File: src/sv/mtma_pkg.sv
// shared constants and control types of the 4x4 tile multiply-accumulate unit
package mtma_pkg;

  localparam int unsigned TILE  = 4;
  localparam int unsigned NSUMS = TILE * TILE;
  localparam int unsigned POS_W = 2;
  localparam int unsigned IDX_W = 2 * POS_W;
  localparam int unsigned CNT_W = IDX_W + 1;

  localparam logic [IDX_W-1:0] IDX_LAST = IDX_W'(NSUMS - 1);
  localparam logic [CNT_W-1:0] CNT_FULL = CNT_W'(NSUMS);

  typedef struct packed {
    logic cap;
    logic upd;
    logic clr;
    logic load;
    logic shift;
  } cell_ctrl_t;

endpackage

File: src/sv/mtma_cell.sv
// one multiply-accumulate cell with its slot of the shifting result chain
module mtma_cell #(
  parameter int unsigned ACC_BITS     = 48,
  parameter int unsigned OPERAND_BITS = 16
) (
  input  logic                           clk_i,
  input  logic                           rst_ni,
  input  mtma_pkg::cell_ctrl_t           ctrl_i,
  input  logic signed [OPERAND_BITS-1:0] a_i,
  input  logic signed [OPERAND_BITS-1:0] b_i,
  input  logic signed [ACC_BITS-1:0]     shd_sum_i,
  input  logic                           shd_sat_i,
  output logic signed [ACC_BITS-1:0]     shd_sum_o,
  output logic                           shd_sat_o
);

  localparam int unsigned PROD_W = 2 * OPERAND_BITS;
  localparam int unsigned EXT_W  = ((ACC_BITS > PROD_W) ? ACC_BITS : PROD_W) + 1;
  localparam logic signed [EXT_W-1:0] HI = EXT_W'({1'b0, {(ACC_BITS-1){1'b1}}});
  localparam logic signed [EXT_W-1:0] LO = ~HI;

  logic signed [PROD_W-1:0]   prod_d, prod_q;
  logic signed [ACC_BITS-1:0] acc_d, acc_q, base;
  logic                       sat_d, sat_q, base_sat;
  logic signed [EXT_W-1:0]    sum_ext;
  logic signed [ACC_BITS-1:0] sum_clamped;
  logic                       clip;
  logic signed [ACC_BITS-1:0] shd_sum_d, shd_sum_q;
  logic                       shd_sat_d, shd_sat_q;

  assign prod_d   = a_i * b_i;
  assign base     = ctrl_i.clr ? '0 : acc_q;
  assign base_sat = ctrl_i.clr ? 1'b0 : sat_q;
  assign sum_ext  = EXT_W'(base) + EXT_W'(prod_q);

  always_comb begin
    if (sum_ext > HI) begin
      sum_clamped = HI[ACC_BITS-1:0];
      clip        = 1'b1;
    end else if (sum_ext < LO) begin
      sum_clamped = LO[ACC_BITS-1:0];
      clip        = 1'b1;
    end else begin
      sum_clamped = sum_ext[ACC_BITS-1:0];
      clip        = 1'b0;
    end
  end

  assign acc_d = ctrl_i.upd ? sum_clamped : acc_q;
  assign sat_d = ctrl_i.upd ? (base_sat | clip) : sat_q;

  always_comb begin
    shd_sum_d = shd_sum_q;
    shd_sat_d = shd_sat_q;
    if (ctrl_i.load) begin
      shd_sum_d = acc_d;
      shd_sat_d = sat_d;
    end else if (ctrl_i.shift) begin
      shd_sum_d = shd_sum_i;
      shd_sat_d = shd_sat_i;
    end
  end

  always_ff @(posedge clk_i or negedge rst_ni) begin
    if (!rst_ni) begin
      acc_q <= '0;
      sat_q <= 1'b0;
    end else begin
      acc_q <= acc_d;
      sat_q <= sat_d;
    end
  end

  always_ff @(posedge clk_i) begin
    if (ctrl_i.cap) begin
      prod_q <= prod_d;
    end
    shd_sum_q <= shd_sum_d;
    shd_sat_q <= shd_sat_d;
  end

  assign shd_sum_o = shd_sum_q;
  assign shd_sat_o = shd_sat_q;

endmodule

File: config.mk
export PLATFORM = sky130hd
export DESIGN_NAME = mtma_cell
export DESIGN_NICKNAME = d
export VERILOG_FILES = /design/src/sv/mtma_pkg.sv /design/src/sv/mtma_cell.sv
export SDC_FILE = /design/constraint.sdc
export NUM_CORES = 1
export LEC_CHECK = 0
export BUFFER_PORTS_ARGS = -buffer_cell sky130_fd_sc_hd__buf_2
export CAP_MARGIN = 15
export CORE_MARGIN = 8
export CORE_UTILIZATION = 55
export CTS_BUF_LIST = sky130_fd_sc_hd__clkbuf_16
export CTS_CLUSTER_SIZE = 25
export DETAILED_ROUTE_END_ITERATION = 8
export PLACE_DENSITY = 0.76
export SLEW_MARGIN = 20
export SYNTH_ARGS = -nofsm -noshare
export SYNTH_HDL_FRONTEND = slang
export SYNTH_SLANG_ARGS = --single-unit
File: constraint.sdc
create_clock -name clk_i -period 3.65 [get_ports clk_i]
set_input_delay 0.73 -clock clk_i [delete_from_list [all_inputs] [get_ports clk_i]]
set_output_delay 0.73 -clock clk_i [all_outputs]
set_load 0.05 [all_outputs]
==> results.sh, run 1 <==
export IMPL_path_max_fanout=12
export IMPL_holdCritPathClass="input pin to async pin"
export IMPL_min_period_over_period_pct=158
export IMPL_holdWs_ns=0.338
export IMPL_wl_per_cell_um=20.4
export IMPL_yosysMostFrequentCell="inv_1"
export IMPL_final_area_sq_mm=0.0263
export IMPL_crit_path_start_kind="input pin"
export IMPL_violations="negative setup slack"
export IMPL_fmax_mhz=173
export IMPL_clockBufferDepth=2
export IMPL_grt_pass1_vias=18000
export IMPL_grtUsageMet3_pct=4.26
export IMPL_totalWireLength_mm=61.1
export IMPL_drtAntennaViolNets=0
export IMPL_yosysSeqAreaShare_pct=20.0
export IMPL_syn_inst=1992
export IMPL_portBuffers=136
export IMPL_cts_tree="yes"
export IMPL_r2r_start="acc_q[7]$_DFF_PN0_"
export IMPL_fill_cells=1849
export IMPL_synth_top_flop_cell="edfxtp_1"
export IMPL_vias_per_cell=5.72
export IMPL_clock_skew_ns=0.0107
export IMPL_hold_violations=0
export IMPL_path_clk_slew_ns=0.07
export IMPL_core_sq_mm=0.0326
export IMPL_dp_cells=2848
export IMPL_critical_path_startpoint="a_i[10]"
export IMPL_antenna_found_initial=0
export IMPL_synth_edf_count=81
export IMPL_initial_core_util_pct=55.9
export IMPL_endpoint_kind="flip-flop"
export IMPL_drc=0
export IMPL_yosysTopAreaCell="fa_1"
export IMPL_outcome="complete, but fails checks"
export IMPL_syn_area_per_cell_sq_um=9.16
export IMPL_setup_viol=122
export IMPL_htreeDepth=4
export IMPL_synthArstFlopShare_pct=37.7
export IMPL_clkSinkCount=130
export IMPL_place_ws_ns=-2.76
export IMPL_path_class="input pin to flip-flop"
export IMPL_cts_buffers=17
export IMPL_insertion_delay_ns=0.44
export IMPL_netlist_area_sq_mm=0.0182
export IMPL_ys_ff_latch=130
export IMPL_synth_warning_count=0
export IMPL_worstPathArrival_ns=5.95
export IMPL_flow_area_growth_from_synthesis_pct=44.3
export IMPL_drive_above_1_share_pct=39.8
export IMPL_rsz0062_at_grt="yes"
export IMPL_drtPass1Iterations=8
export IMPL_maxCapViolCount=0
export IMPL_track_usage_pct=28.8
export IMPL_postSynthNetCount=2473
export IMPL_ys_top_cells_by_count="inv_1 (350), fa_1 (263), nand2_1 (187)"
export IMPL_rows=66
export IMPL_setup_slack_ns=-2.12
export IMPL_vias=17200
export IMPL_synth_top_area_share_pct=28.9
export IMPL_overflow=0
export IMPL_grtUsageMet1_pct=33.9
export IMPL_grt_max_degree=53
export IMPL_finalMaxSlewViolations=0
export IMPL_root_buffer="clkbuf_16"
export IMPL_met2_usage_pct=51.7
export IMPL_die_h_um=198
export IMPL_worst_pin_slew_ns=1.12
export IMPL_busiest_layer="met2"
export IMPL_drt_iter0_drc=1398
export IMPL_synth_area_leaders="fa_1 (29%), edfxtp_1 (13%), ha_1 (8.9%), inv_1 (7.2%), dfrtp_1 (6.7%)"
export IMPL_antenna_cells=0
export IMPL_dp_hpwl_mm=41.3
export IMPL_placed_cell_area_sq_mm=0.0224
export IMPL_pin_count=137
export IMPL_crit_required_ns=3.84
export IMPL_fin_cells=2997
export IMPL_grt_pass1_wl_mm=90.8
export IMPL_slew_headroom_pct=25.3
export IMPL_fin_nets=3023
export IMPL_finalCriticalPeriod_ns=5.77
export IMPL_synth_cell_type_count=69
export IMPL_cts_hold_buf=0
export IMPL_dieArea_sq_mm=0.0393
export IMPL_fp_dieW_um=198
export IMPL_gp_congestion=0.954
flip-flops by register name, summed over array words and instances (netlist names):
name and cells:
acc_q 48, sat_q 1, shd_sat_o 1, shd_sum_o 48, prod_q 32
stage by stage:
stage | setup TNS, ns | util (%)
after floorplan | -48.78 | -
after global placement | -102.24 | 68.7
after detailed placement | -107.34 | 68.7
after CTS | -45.88 | 76.6
after global routing | -78.01 | 80.7
final | -67.07 | 80.7
final timing paths:
| kind | slack, ns | cells past startpoint | to |
|---|---|---|---|
| hold / removal | 0.34 | 1 | acc_q[30]$_DFF_PN0_ |
| setup / recovery | -2.12 | 23 | prod_q[30]$_DFFE_PP_ |
| max in group asynchronous | 2.51 | 2 | acc_q[1]$_DFF_PN0_ |
| min in group clk_i | 0.51 | 2 | acc_q[23]$_DFF_PN0_ |
| hold reg to reg | 0.51 | 2 | acc_q[23]$_DFF_PN0_ |
| setup reg to reg | -0.46 | 18 | shd_sum_o[9]$_DFFE_PP_ |
kinds of logic (layout without fill, tap and decap cells):
| kind of cell | Yosys count | in the layout | synth area share [%] |
|---|---|---|---|
| buffers and inverters | 435 | 998 | 9.12 |
| and+or+nand+nor | 584 | 584 | 15.8 |
| AOI/OAI and AO/OA | 355 | 355 | 12.5 |
| muxes | 19 | 19 | 1.16 |
| adders and majority gates | 394 | 394 | 37.8 |
| DFF | 130 | 130 | 20.0 |
| xor gates and xnor gates | 75 | 75 | 3.60 |
routing by layer:
metal  share of wire (%)  wire length (um)
met5                   0                 0
met4                 5.5              3340
met2                  50             30700
met1                  37             22500
met3                 7.4              4510
worst max-delay path, stage by stage:
cell and delay (ns):
buf_6 0.14, and2_4 0.17, fa_1 0.54, inv_1 0.07, fa_1 0.45, fa_1 0.52, inv_2 0.05, fa_1 0.48
fa_1 0.49, inv_1 0.05, fa_1 0.48, inv_2 0.05, ha_4 0.27, nand3_4 0.08, nor2_4 0.13, and3_4 0.18
nand4_1 0.14, a31oi_2 0.27, o211ai_1 0.18, nand2_1 0.14, a31o_2 0.17, a21oi_2 0.06, xnor2_1 0.12
what timing repair did:
| item | CTS | global route |
|---|---|---|
| pin swaps | 166 | 148 |
| cloned | 6 | 2 |
| buffers inserted | 65 | 65 |
| hold endpoints to repair | 0 | 0 |
| setup endpoints to repair | 103 | 124 |
| resized for setup | 344 | 209 |
cell usage in the layout (no fill, tap or decap), drive strengths merged, types with 3 or more instances in the layout:
master / Yosys / final
inv: 350 / 359
nor2b: 44 / 44
a2111oi: 4 / 4
o21ai: 84 / 84
nand4: 15 / 15
nor2: 119 / 119
mux2: 17 / 17
nand2b: 29 / 29
or2: 3 / 3
and3: 4 / 4
nor3: 11 / 11
and2: 137 / 137
buf: 15 / 614
or3: 4 / 4
nand3: 19 / 19
ha: 130 / 130
a211oi: 13 / 13
clkinv: 0 / 3
nor4: 3 / 3
o21bai: 15 / 15
dfrtp: 49 / 49
edfxtp: 81 / 81
clkbuf: 70 / 20
xnor2: 51 / 51
o31ai: 6 / 6
o22ai: 25 / 25
a21o: 36 / 36
fa: 263 / 263
o21a: 9 / 9
o211ai: 9 / 9
xor2: 24 / 24
nand2: 188 / 188
o311ai: 3 / 3
a31oi: 31 / 31
a21oi: 98 / 98
area by class of cell:
type	count	area (sq um)	share of cell area (%)
Clock buffer	18	450	1.71
Clock inverter	14	144	0.546
Inverter	350	1310	4.99
Multi-Input combinational cell	1427	15100	57.2
Sequential cell	130	3660	13.9
Tap cell	442	553	2.10
Timing Repair Buffer	616	5150	19.6
Power of run 1 is not shown: default switching activity piles up to over one toggle a cycle in this logic, so the estimate is an artifact.
==> inputs of run 2 (changes only) <==
CTS_CLUSTER_SIZE = not set   (was 25)
clock period = 6 ns   (was 3.65 ns; I/O delays follow)
==> run 2 against run 1 <==
The run still ends with negative setup slack left. Sequential share of layout area rose by 2.9 points. Register-to-register slack gained 2.3 ns. Clock-buffer cell count decreased by 1. Flip-flop and latch count unchanged. First-iteration DRC count fell by 32%. Critical path type unchanged. Critical endpoint unchanged. Highest routed layer unchanged.
==> results.sh, run 2 (same netlist as run 1, synthesis figures left out) <==
export IMPL_htreeDepth=4
export IMPL_finish_utilization_pct=66.9
export IMPL_r2r_slack_ns=1.80
export IMPL_wl_met1_mm=20.0
export IMPL_pin_count=137
export IMPL_place_ws_ns=-0.849
export IMPL_overflow=0
export IMPL_wl_met3_mm=2.47
export IMPL_vias_per_cell=5.43
export IMPL_rr_endpoint="shd_sum_o[23]$_DFFE_PP_"
export IMPL_cp_common_cell="fa_1"
export IMPL_layout_commonest_cell="inv_1"
export IMPL_crit_path_start_kind="input pin"
export IMPL_flow_area_growth_from_synthesis_pct=19.5
export IMPL_grt_max_degree=54
export IMPL_dieArea_sq_mm=0.0393
export IMPL_maxCapViolCount=0
export IMPL_die_h_um=198
export IMPL_fp_dieW_um=198
export IMPL_cts_tree="yes"
export IMPL_max_stage_delay_ns=0.59
export IMPL_fin_nets=2714
export IMPL_r2r_cells=12
export IMPL_worst_pin_slew_ns=0.915
export IMPL_finalMaxSlewViolations=0
export IMPL_wl_per_cell_um=17.4
export IMPL_hold_depth=2
export IMPL_crit_required_ns=6.18
export IMPL_worstPathArrival_ns=6.41
export IMPL_crit_chain="buf_6 -> and2_4 -> fa_2 -> buf_4 -> fa_2 -> buf_4 -> fa_1 -> fa_1 -> fa_1 -> inv_1 -> fa_1 -> inv_1 -> ha_1 -> a21o_1 -> a21oi_2 -> nor3b_2 -> nand2_1 -> a31o_2 -> a21oi_2 -> xnor2_1"
export IMPL_grt_pass1_wl_mm=76.3
export IMPL_antenna_found_initial=0
export IMPL_drtAntennaViolNets=0
export IMPL_antenna_cells=0
export IMPL_track_usage_pct=23.9
export IMPL_min_period_over_period_pct=104
export IMPL_grt_pass1_vias=15600
export IMPL_path_class="input pin to flip-flop"
export IMPL_core_sq_mm=0.0326
export IMPL_slew_headroom_pct=39.0
export IMPL_r2r_start="prod_q[31]$_DFFE_PP_"
export IMPL_fmax_mhz=160
export IMPL_path_clk_slew_ns=0.06
export IMPL_drtPass1Iterations=5
export IMPL_dp_cells=2640
export IMPL_final_cell_mix="inv_1 (332), fa_1 (250), nand2_1 (178)"
export IMPL_setup_slack_ns=-0.236
export IMPL_vias=14600
export IMPL_path_max_fanout=7
export IMPL_fin_cells=2688
export IMPL_cts_buffers=17
export IMPL_drive_above_1_share_pct=21.8
export IMPL_finalCriticalPeriod_ns=6.24
export IMPL_drc=0
export IMPL_portBuffers=136
export IMPL_setup_viol=11
export IMPL_placed_cell_area_sq_mm=0.0206
export IMPL_insertion_delay_ns=0.43
export IMPL_endpoint_kind="flip-flop"
export IMPL_cp_slowest_cell="fa_2"
export IMPL_rows=66
export IMPL_holdCritPathClass="flip-flop to flip-flop"
export IMPL_hold_violations=0
export IMPL_drt_iter0_drc=952
export IMPL_clockBufferDepth=2
export IMPL_hp_start="sat_q$_DFF_PN0_"
export IMPL_rsz0062_at_grt="yes"
export IMPL_initial_core_util_pct=55.9
export IMPL_clkSinkCount=130
export IMPL_top_layer="met4"
export IMPL_gp_congestion=0.931
export IMPL_outcome="complete, but fails checks"
export IMPL_dp_hpwl_mm=37.9
export IMPL_clock_skew_ns=0.0151
export IMPL_final_area_sq_mm=0.0218
export IMPL_root_buffer="clkbuf_16"
export IMPL_totalWireLength_mm=46.7
export IMPL_violations="negative setup slack"
export IMPL_holdPathEnd="sat_q$_DFF_PN0_"
export IMPL_met2RoutedLength_mm=23.1
[run 2: layout make-up]
class                      instances  area, sq um
clock buffer                      17          425
tap                              442          553
clock inverter                    15          135
multi-input combinational       1427        13400
fill                            2562        10800
timing repair buffer             307         2350
sequential                       130         3660
inverter                         350         1320
[run 2: worst max-delay path by stage]
| stage | depth (start not counted) | slack [ns] | from | endpoint |
|---|---|---|---|---|
| after floorplan | 20 | -0.47 | b_i[14] | prod_q[31]$_DFFE_PP_ |
| after global placement | 22 | -0.72 | a_i[15] | prod_q[30]$_DFFE_PP_ |
| after detailed placement | 21 | -0.85 | b_i[5] | prod_q[30]$_DFFE_PP_ |
| after CTS | 19 | -0.19 | b_i[3] | prod_q[31]$_DFFE_PP_ |
| after global routing | 20 | -0.42 | a_i[15] | prod_q[30]$_DFFE_PP_ |
| final | 20 | -0.24 | a_i[15] | prod_q[30]$_DFFE_PP_ |
[run 2: stage by stage]
stage | hold slack, ns | TNS [ns]
6_report | 0.475 | -1.50
5_1_grt | 0.518 | -3.80
4_1_cts | 0.476 | -0.989
3_5_place_dp | 0.460 | -11.58
3_3_place_gp | 0.455 | -9.71
2_1_floorplan | 0.439 | -2.75
[run 2: routing by layer]
| metal | up-vias | global-route usage (%) |
|---|---|---|
| li1 | 6896 | - |
| met5 | - | 0 |
| met1 | 7136 | 30.4 |
| met4 | 0 | 7.44 |
| met2 | 473 | 42.2 |
| met3 | 83 | 2.84 |
[run 2: worst max-delay path, delay by kind of cell]
| family | cells | cell delay (ns) |
|---|---|---|
| and+or+nand+nor | 3 | 0.44 |
| adders and majority gates | 7 | 3.38 |
| xor gates and xnor gates | 1 | 0.08 |
| buffers and inverters | 5 | 0.55 |
| AOI/OAI and AO/OA | 4 | 0.75 |
[run 2: timing repair]
| action | in CTS | in global routing |
|---|---|---|
| gates cloned | 0 | 3 |
| hold buffers | 0 | 0 |
| pin swaps | 65 | 28 |
| resized for setup | 77 | 71 |
| setup buffers | 9 | 6 |
| endpoints found under the setup margin | 15 | 16 |
Power of run 2 is left out for the same reason.
